[src/hw/rtl/pfts_pkg.sv]
// ----------------------------------------------------------------------------
// pfts_pkg
// Shared types and constants of the priority FIFO task scheduler.
// ----------------------------------------------------------------------------
package pfts_pkg;

	localparam int ID_W   = 6;
	localparam int ID_CNT = 1 << ID_W;
	localparam int PRIO_W = 8;

	localparam logic OP_ENQUEUE  = 1'b0;
	localparam logic OP_GET_NEXT = 1'b1;

	typedef enum logic {
		ST_IDLE,
		ST_HEAD_WB
	} sched_state_t;

	typedef struct packed {
		logic head_we;
		logic tail_we;
		logic ne_set;
		logic ne_clr;
	} lvl_ctl_t;

endpackage

[src/hw/rtl/pfts_req_if.sv]
// ----------------------------------------------------------------------------
// pfts_req_if
// Request channel: enqueue or get-next beats into the scheduler.
// ----------------------------------------------------------------------------
interface pfts_req_if import pfts_pkg::*; ();
	logic                     valid;
	logic                     ready;
	logic                     opcode;
	logic [ID_W-1:0]          task_id;
	logic signed [PRIO_W-1:0] task_priority;
	logic                     current_valid;
	logic                     current_running;
	logic [ID_W-1:0]          current_id;
	logic signed [PRIO_W-1:0] current_priority;

	modport source (
		output valid, opcode, task_id, task_priority,
		output current_valid, current_running, current_id, current_priority,
		input  ready
	);
	modport sink (
		input  valid, opcode, task_id, task_priority,
		input  current_valid, current_running, current_id, current_priority,
		output ready
	);
endinterface

[src/hw/rtl/pfts_rsp_if.sv]
// ----------------------------------------------------------------------------
// pfts_rsp_if
// Response channel: one result beat per request.
// ----------------------------------------------------------------------------
interface pfts_rsp_if import pfts_pkg::*; ();
	logic            valid;
	logic            ready;
	logic            next_valid;
	logic [ID_W-1:0] next_id;
	logic            kept_current;
	logic            reset_slice;

	modport source (
		output valid, next_valid, next_id, kept_current, reset_slice,
		input  ready
	);
	modport sink (
		input  valid, next_valid, next_id, kept_current, reset_slice,
		output ready
	);
endinterface

[src/hw/rtl/pfts_link_ram.sv]
// ----------------------------------------------------------------------------
// pfts_link_ram
// Successor links of queued tasks: one write port, one registered read port.
// ----------------------------------------------------------------------------
module pfts_link_ram import pfts_pkg::*; #(
	parameter int DEPTH = 64,
	parameter int AW    = 6
) (
	input  logic          clk,
	input  logic          we,
	input  logic [AW-1:0] waddr,
	input  logic [AW-1:0] wdata,
	input  logic          re,
	input  logic [AW-1:0] raddr,
	output logic [AW-1:0] rdata
);

	logic [AW-1:0] mem_q [DEPTH];
	logic [AW-1:0] rdata_q;

	always_ff @(posedge clk) begin
		if (we) begin
			mem_q[waddr] <= wdata;
		end
	end

	always_ff @(posedge clk) begin
		if (re) begin
			rdata_q <= mem_q[raddr];
		end
	end

	assign rdata = rdata_q;

endmodule

[src/hw/rtl/pfts_lvl_tbl.sv]
// ----------------------------------------------------------------------------
// pfts_lvl_tbl
// Per-level head, tail and nonempty flags, plus the highest-nonempty encoder.
// ----------------------------------------------------------------------------
module pfts_lvl_tbl import pfts_pkg::*; #(
	parameter int LEVELS = 8,
	parameter int LVL_W  = 3,
	parameter int IDX_W  = 6
) (
	input  logic             clk,
	input  logic             arst_n,
	input  logic [LVL_W-1:0] lvl,
	input  lvl_ctl_t         ctl,
	input  logic [IDX_W-1:0] head_wdata,
	input  logic [IDX_W-1:0] tail_wdata,
	output logic [IDX_W-1:0] head_rd,
	output logic [IDX_W-1:0] tail_rd,
	output logic             lvl_ne,
	output logic             any_ne,
	output logic [LVL_W-1:0] hi_lvl
);

	logic [IDX_W-1:0] head_q [LEVELS];
	logic [IDX_W-1:0] tail_q [LEVELS];
	logic [LEVELS-1:0] ne_q;

	always_ff @(posedge clk) begin
		if (ctl.head_we) begin
			head_q[lvl] <= head_wdata;
		end
		if (ctl.tail_we) begin
			tail_q[lvl] <= tail_wdata;
		end
	end

	always_ff @(posedge clk or negedge arst_n) begin
		if (!arst_n) begin
			ne_q <= '0;
		end else if (ctl.ne_set) begin
			ne_q[lvl] <= 1'b1;
		end else if (ctl.ne_clr) begin
			ne_q[lvl] <= 1'b0;
		end
	end

	assign head_rd = head_q[lvl];
	assign tail_rd = tail_q[lvl];
	assign lvl_ne  = ne_q[lvl];
	assign any_ne  = |ne_q;

	always_comb begin
		hi_lvl = '0;
		for (int i = 0; i < LEVELS; i++) begin
			if (ne_q[i]) begin
				hi_lvl = LVL_W'(i);
			end
		end
	end

endmodule

[src/hw/rtl/priority_fifo_task_scheduler.sv]
// ----------------------------------------------------------------------------
// priority_fifo_task_scheduler
// Eight-level FCFS ready queues over task ids, with enqueue and get-next.
// ----------------------------------------------------------------------------
// An enqueue is applied when it is accepted, as is a get-next that keeps the
// current task, finds nothing, or pops the last task of a level. When the
// popped level holds more tasks, the successor link is read from the link
// memory and written back as the new head in the next cycle.
// Each request yields exactly one response beat, held in an output register;
// a new request is taken once the previous one has finished its write-back
// and the output register is free or being drained in the same cycle.
// ----------------------------------------------------------------------------
module priority_fifo_task_scheduler import pfts_pkg::*; #(
	parameter int LEVELS    = 8,
	parameter int MAX_TASKS = 64
) (
	input  logic       clk,
	input  logic       arst_n,
	pfts_req_if.sink   req,
	pfts_rsp_if.source rsp
);

	localparam int LVL_W = $clog2(LEVELS);
	localparam int IDX_W = $clog2(MAX_TASKS);

	function automatic logic [ID_CNT-1:0][IDX_W-1:0] build_idx_tbl();
		logic [ID_CNT-1:0][IDX_W-1:0] tbl;
		for (int i = 0; i < ID_CNT; i++) begin
			tbl[i] = IDX_W'(i % MAX_TASKS);
		end
		return tbl;
	endfunction

	localparam logic [ID_CNT-1:0][IDX_W-1:0] IDX_TBL = build_idx_tbl();
	localparam logic signed [PRIO_W-1:0] PRIO_TOP = $signed(PRIO_W'(LEVELS - 1));

	sched_state_t state_q, state_nxt;

	logic             acc;
	logic             is_next;
	logic [IDX_W-1:0] enq_idx;
	logic [LVL_W-1:0] enq_lvl;
	logic [LVL_W-1:0] lvl;
	logic [LVL_W-1:0] lvl_s1;
	lvl_ctl_t         ctl;
	logic [IDX_W-1:0] head_wdata;
	logic [IDX_W-1:0] head_rd;
	logic [IDX_W-1:0] tail_rd;
	logic             lvl_ne;
	logic             any_ne;
	logic [LVL_W-1:0] hi_lvl;
	logic             cur_ok;
	logic             kept;
	logic             pop;
	logic             last;
	logic             ram_we;
	logic             ram_re;
	logic [IDX_W-1:0] ram_rdata;
	logic signed [PRIO_W:0] cur_prio;
	logic signed [PRIO_W:0] hi_prio;

	logic            rsp_vld_q;
	logic            next_valid_q;
	logic [ID_W-1:0] next_id_q;
	logic            kept_q;
	logic            reset_slice_q;

	assign req.ready = (state_q == ST_IDLE) && (!rsp_vld_q || rsp.ready);
	assign acc       = req.valid && req.ready;
	assign is_next   = (req.opcode == OP_GET_NEXT);
	assign enq_idx   = IDX_TBL[req.task_id];

	always_comb begin
		if (req.task_priority < 0) begin
			enq_lvl = '0;
		end else if (req.task_priority > PRIO_TOP) begin
			enq_lvl = LVL_W'(LEVELS - 1);
		end else begin
			enq_lvl = LVL_W'(req.task_priority);
		end
	end

	assign lvl = (state_q == ST_HEAD_WB) ? lvl_s1 : (is_next ? hi_lvl : enq_lvl);

	assign cur_ok   = req.current_valid && req.current_running;
	assign cur_prio = {req.current_priority[PRIO_W-1], req.current_priority};
	assign hi_prio  = $signed((PRIO_W + 1)'(hi_lvl));
	assign kept     = is_next && cur_ok && (any_ne ? (cur_prio > hi_prio) : (cur_prio > 0));
	assign pop      = is_next && !kept && any_ne;
	assign last     = (head_rd == tail_rd);

	pfts_lvl_tbl #(
		.LEVELS (LEVELS),
		.LVL_W  (LVL_W),
		.IDX_W  (IDX_W)
	) u_lvl_tbl (
		.clk        (clk),
		.arst_n     (arst_n),
		.lvl        (lvl),
		.ctl        (ctl),
		.head_wdata (head_wdata),
		.tail_wdata (enq_idx),
		.head_rd    (head_rd),
		.tail_rd    (tail_rd),
		.lvl_ne     (lvl_ne),
		.any_ne     (any_ne),
		.hi_lvl     (hi_lvl)
	);

	pfts_link_ram #(
		.DEPTH (MAX_TASKS),
		.AW    (IDX_W)
	) u_link_ram (
		.clk   (clk),
		.we    (ram_we),
		.waddr (tail_rd),
		.wdata (enq_idx),
		.re    (ram_re),
		.raddr (head_rd),
		.rdata (ram_rdata)
	);

	always_comb begin
		state_nxt = state_q;
		case (state_q)
			ST_IDLE: begin
				if (acc && pop && !last) begin
					state_nxt = ST_HEAD_WB;
				end
			end
			ST_HEAD_WB: begin
				state_nxt = ST_IDLE;
			end
			default: begin
				state_nxt = ST_IDLE;
			end
		endcase
	end

	always_comb begin
		ctl        = '0;
		ram_we     = 1'b0;
		ram_re     = 1'b0;
		head_wdata = enq_idx;
		case (state_q)
			ST_IDLE: begin
				if (acc && !is_next) begin
					ctl.tail_we = 1'b1;
					if (lvl_ne) begin
						ram_we = 1'b1;
					end else begin
						ctl.head_we = 1'b1;
						ctl.ne_set  = 1'b1;
					end
				end else if (acc && pop) begin
					if (last) begin
						ctl.ne_clr = 1'b1;
					end else begin
						ram_re = 1'b1;
					end
				end
			end
			ST_HEAD_WB: begin
				ctl.head_we = 1'b1;
				head_wdata  = ram_rdata;
			end
			default: begin
				ctl = '0;
			end
		endcase
	end

	always_ff @(posedge clk or negedge arst_n) begin
		if (!arst_n) begin
			state_q <= ST_IDLE;
		end else begin
			state_q <= state_nxt;
		end
	end

	always_ff @(posedge clk) begin
		if (acc) begin
			lvl_s1 <= hi_lvl;
		end
	end

	always_ff @(posedge clk or negedge arst_n) begin
		if (!arst_n) begin
			rsp_vld_q <= 1'b0;
		end else if (acc) begin
			rsp_vld_q <= 1'b1;
		end else if (rsp.ready) begin
			rsp_vld_q <= 1'b0;
		end
	end

	always_ff @(posedge clk) begin
		if (acc) begin
			next_valid_q  <= kept || pop;
			kept_q        <= kept;
			reset_slice_q <= pop;
			if (kept) begin
				next_id_q <= req.current_id;
			end else if (pop) begin
				next_id_q <= ID_W'(head_rd);
			end else begin
				next_id_q <= '0;
			end
		end
	end

	assign rsp.valid        = rsp_vld_q;
	assign rsp.next_valid   = next_valid_q;
	assign rsp.next_id      = next_id_q;
	assign rsp.kept_current = kept_q;
	assign rsp.reset_slice  = reset_slice_q;

endmodule
[src/flat_wrapper.sv]
// flat-port wrapper written by rule: the top's interface ports become plain ports
module priority_fifo_task_scheduler_flat import pfts_pkg::*;
#(
	parameter int LEVELS    = 8,
	parameter int MAX_TASKS = 64
)
  (clk, arst_n, req_valid, req_opcode, req_task_id, req_task_priority, req_current_valid, req_current_running, req_current_id, req_current_priority, req_ready, rsp_valid, rsp_next_valid, rsp_next_id, rsp_kept_current, rsp_reset_slice, rsp_ready);
  pfts_req_if req_i ();
  pfts_rsp_if rsp_i ();
  input  logic clk;
  input  logic arst_n;
  input wire logic [$bits(req_i.valid)-1:0] req_valid;
  input wire logic [$bits(req_i.opcode)-1:0] req_opcode;
  input wire logic [$bits(req_i.task_id)-1:0] req_task_id;
  input wire logic [$bits(req_i.task_priority)-1:0] req_task_priority;
  input wire logic [$bits(req_i.current_valid)-1:0] req_current_valid;
  input wire logic [$bits(req_i.current_running)-1:0] req_current_running;
  input wire logic [$bits(req_i.current_id)-1:0] req_current_id;
  input wire logic [$bits(req_i.current_priority)-1:0] req_current_priority;
  output wire logic [$bits(req_i.ready)-1:0] req_ready;
  output wire logic [$bits(rsp_i.valid)-1:0] rsp_valid;
  output wire logic [$bits(rsp_i.next_valid)-1:0] rsp_next_valid;
  output wire logic [$bits(rsp_i.next_id)-1:0] rsp_next_id;
  output wire logic [$bits(rsp_i.kept_current)-1:0] rsp_kept_current;
  output wire logic [$bits(rsp_i.reset_slice)-1:0] rsp_reset_slice;
  input wire logic [$bits(rsp_i.ready)-1:0] rsp_ready;
  assign req_i.valid = req_valid;
  assign req_i.opcode = req_opcode;
  assign req_i.task_id = req_task_id;
  assign req_i.task_priority = req_task_priority;
  assign req_i.current_valid = req_current_valid;
  assign req_i.current_running = req_current_running;
  assign req_i.current_id = req_current_id;
  assign req_i.current_priority = req_current_priority;
  assign req_ready = req_i.ready;
  assign rsp_valid = rsp_i.valid;
  assign rsp_next_valid = rsp_i.next_valid;
  assign rsp_next_id = rsp_i.next_id;
  assign rsp_kept_current = rsp_i.kept_current;
  assign rsp_reset_slice = rsp_i.reset_slice;
  assign rsp_i.ready = rsp_ready;
  priority_fifo_task_scheduler #(.LEVELS(LEVELS), .MAX_TASKS(MAX_TASKS)) u_core (.clk(clk), .arst_n(arst_n), .req(req_i), .rsp(rsp_i));
endmodule
[config.mk]
export PLATFORM = sky130hd
export DESIGN_NAME = priority_fifo_task_scheduler_flat
export DESIGN_NICKNAME = d
export VERILOG_FILES = /design/src/hw/rtl/pfts_pkg.sv /design/src/hw/rtl/pfts_req_if.sv /design/src/hw/rtl/pfts_rsp_if.sv /design/src/hw/rtl/pfts_link_ram.sv /design/src/hw/rtl/pfts_lvl_tbl.sv /design/src/hw/rtl/priority_fifo_task_scheduler.sv /design/src/flat_wrapper.sv
export SDC_FILE = /design/constraint.sdc
export NUM_CORES = 1
export LEC_CHECK = 0
export ABC_AREA = 1
export BUFFER_PORTS_ARGS = -buffer_cell sky130_fd_sc_hd__buf_2
export CAP_MARGIN = 20
export CORE_AREA = 8 8 234 236
export CTS_CLUSTER_DIAMETER = 80
export DETAILED_ROUTE_END_ITERATION = 10
export DIE_AREA = 0 0 242 244
export GPL_ROUTABILITY_DRIVEN = 1
export GPL_TIMING_DRIVEN = 0
export PLACE_DENSITY = 0.61
export SLEW_MARGIN = 40
export SYNTH_ARGS = -nofsm -noshare
export SYNTH_HDL_FRONTEND = slang
export SYNTH_SLANG_ARGS = --single-unit
[constraint.sdc]
create_clock -name clk -period 3.55 [get_ports clk]
set_input_delay 1.065 -clock clk [delete_from_list [all_inputs] [get_ports clk]]
set_output_delay 1.065 -clock clk [all_outputs]
set_load 0.01 [all_outputs]
==> flow_summary.ini <==
[drt]
drc = 0
drt_iter0_drc = 1595
avgRoutedWirePerCell_um = 21.4
dr.pass1.iters = 5
met1_length_um = 25900
wl_met2_um = 29200
wl_um = 62300
top_layer_used = met4
vias = 15700
routed_via_density = 5.40
ant_nets = 0
wl_met3_um = 5120

[clock_tree]
path_clk_slew_ns = 0.06
holdBufCountCts = 0
cts_tree = yes
clock-sinks = 508
h-tree-depth = 2
cts_made_buffers = 53
cts_buffer_depth = 3
cts_root_buf = clkbuf_16
clkLatencyLatePin_ns = 0.62

[sta]
rsz0062_at_grt = true
relSlewSlack_pct = 53.1
period_share_pct = 98.4
maxSlewViolCount = 0
max_freq_mhz = 286
whs_ns = 0.315
worst_pin_slew_ns = 0.703
fin_worst_skew_ns = 0.0365
hold_viol = 0
min_period_ns = 3.49
setup_viol = 0

[finish]
multi_input_area_um2 = 6720
instances_no_fill = 2911
seq_area_um2 = 15200
antenna_cells = 0
area_growth_pct = 17.9
postLayoutCoreUtil_pct = 52.4
drive_gt1_share_pct = 18.2
layout.nets = 2228
n_fill_cell = 4417

[yosys]
ys_ff_latch = 508
yosysUniqueCellTypes = 38
yosys.area.top_type = edfxtp_1
synth-async-reset-ratio_pct = 1.97
syn_inst = 2060
synth_top_cell_area_share_pct = 66.2
synth.avg_cell_area_um2 = 11.0
synthTopCellsByArea = edfxtp_1, nand3_1, nand2_1, nand3b_1, inv_1
ys_warn_count = 0
synth_fp_nets = 2098
synth-edff-count = 498
synthesis.area_um2 = 22600
synth_ff_type = edfxtp_1
yosysSeqAreaShare_pct = 67.3

[grt]
grtUsageTotal_pct = 20.5
antenna_found_initial = 0
grt_first_pass_wirelength_um = 92700
grt_max_degree = 61
gr-total-overflow = 0
first_global_vias = 15300

[floorplan]
start_util_pct = 44.4
dieWidth_um = 242
core_area_um2 = 50900
die_h_um = 244
rows = 83
die_area_um2 = 59000
io_pins = 46

[run_status]
outcome = completed

[power_and_ir_drop]
peakVddDrop_uv = 380
p_leak_nw = 10.2
cellPowerDensity_nw_per_um2 = 789
p_total_mw = 21.0

[job]
drv_cap = 0

[setup_path]
slowest_delay_ns = 0.28
start_kind = input port
worstPathMaxFanout = 10
required_ns = 3.91
cp_cell_sequence = buf_2 > nor2_1 > nand2_1 > nand2_1 > nand2_1 > nand3_1 > nand2_2 > nand2_1 > inv_4 > nand3_1 > nand2_1 > nor2_4 > buf_4 > buf_2 > nand3b_1 > nand3_1 > nand3_1 > nand3_1 > nand3_1 > nand3_1 > nand2_1
crit_slowest_cell = buf_4
critPathKind = in2reg
path_common_cell = nand3_1
arrival_ns = 3.86
end_kind = register

[placed_design]
port-buffer-count = 45
placed_cells = 2791
dp_hpwl_um = 42700
gp_congestion = 0.928

[min_path]
hold_path.class = in2async
==> flip-flops by register name, indices dropped and copies added, names as in the netlist, named ones only <==
name and cells:
u_core.rsp.kept_current 1, u_core.rsp.reset_slice 1, u_core.u_link_ram.rdata 6, u_core.u_link_ram.mem_q 384, u_core.lvl_s1 3, u_core.u_lvl_tbl.tail_q 48
u_core.rsp.next_id 6, u_core.u_lvl_tbl.head_q 48, u_core.state_q 1, u_core.rsp.valid 1, u_core.rsp.next_valid 1
==> layout make-up <==
type	count	share of cell area, %
multi-input cells	1178	25.2
flip-flops and latches	508	57.0
repair buffers	74	2.41
inverters	272	3.87
clock inverters	31	0.788
plain buffers	103	2.30
clock buffers	65	5.22
well taps	680	3.19
==> cells in the final DEF, fill, tap and decap left out, drive strengths merged <==
master and n:
nand3b 151, o21ai 49, nor3 3, xnor2 1
buf 145, nor2 132, nor4 2, a31oi 1
o22ai 22, clkbuf 97, edfxtp 498, or2 4
a21oi 7, a21boi 1, nand4 12, o211ai 1
bufinv 2, nand2 425, clkinv 28, dfrtp 10
inv 273, a221oi 2, nand3 362, ha 3
==> metrics by stage <==
step / TNS [ns] / setup slack (ns) / area (um^2)
after floorplan: 0 / 0.0755 / 22600
after global placement: -350.01 / -1.02 / 23700
after detailed placement: -376.93 / -1.08 / 23900
after CTS: -28.57 / -0.159 / 25900
after global routing: -0.313 / -0.0734 / 26700
final: 0 / 0.0576 / 26700
==> power by group <==
group | internal [mW] | switching [mW] | leakage (nW) | total [mW]
registers | 6.85 | 0.0836 | 4.61 | 6.93
clock network | 2.92 | 2.27 | 0.784 | 5.18
logic | 2.53 | 6.38 | 4.76 | 8.92
==> worst max-delay path: cells and delay by family <==
kind | cells | cell delay [ns]
AND/OR/NAND/NOR | 17 | 2.02
buffers and inverters | 4 | 0.74
==> logic make-up (layout without fill, tap and decap cells) <==
group / after synthesis / count (layout) / share of synthesized area, %
simple gates: 1090 / 1091 / 23.6
xor+xnor: 1 / 1 / 0.0387
fa+ha+maj: 3 / 3 / 0.166
compound gates: 83 / 83 / 2.16
buf+inv: 375 / 545 / 6.80
flops: 508 / 508 / 67.3
==> synthesized netlist by cell type, types with 6 or more instances <==
library cell and instances:
clkbuf_1 20, buf_1 7, buf_4 6, o22ai_1 22
o21ai_0 48, nor2_1 123, nand4_1 12, nand3_1 357
edfxtp_1 498, inv_2 20, nand3b_1 151, inv_1 252
nand2_1 406, buf_2 67, nand2_2 13, dfrtp_1 10
==> worst paths after layout <==
check	cells after the start	startpoint	to	slack, ns
hold / removal	1	arst_n	u_core.rsp.valid	0.31
setup / recovery	21	req_task_priority[6]	u_core.u_link_ram.rdata[3]	0.06
hold reg to reg	2	register	register	0.50
setup reg to reg	23	register	u_core.u_link_ram.rdata[3]	0.09
max in group asynchronous	1	arst_n	asynchronous set/reset pin	3.02
min in group clk	2	register	register	0.50
==> per-layer routing <==
layer | GRT usage (%) | up-vias
met2 | 33.6 | 657
met1 | 27.3 | 7585
met5 | 0 | -
met3 | 3.56 | 138
li1 | - | 7336
met4 | 7.73 | 0
==> what timing repair did <==
| item | 4_1_cts | 5_1_grt |
|---|---|---|
| buffers inserted | 3 | 20 |
| endpoints found under the setup margin | 427 | 449 |
| pin swaps | 1 | 26 |
| resized for setup | 138 | 148 |
| cloned | 0 | 1 |
| hold endpoints to repair | 0 | 0 |
No activity file was read; power rests on OpenSTA's default activity.
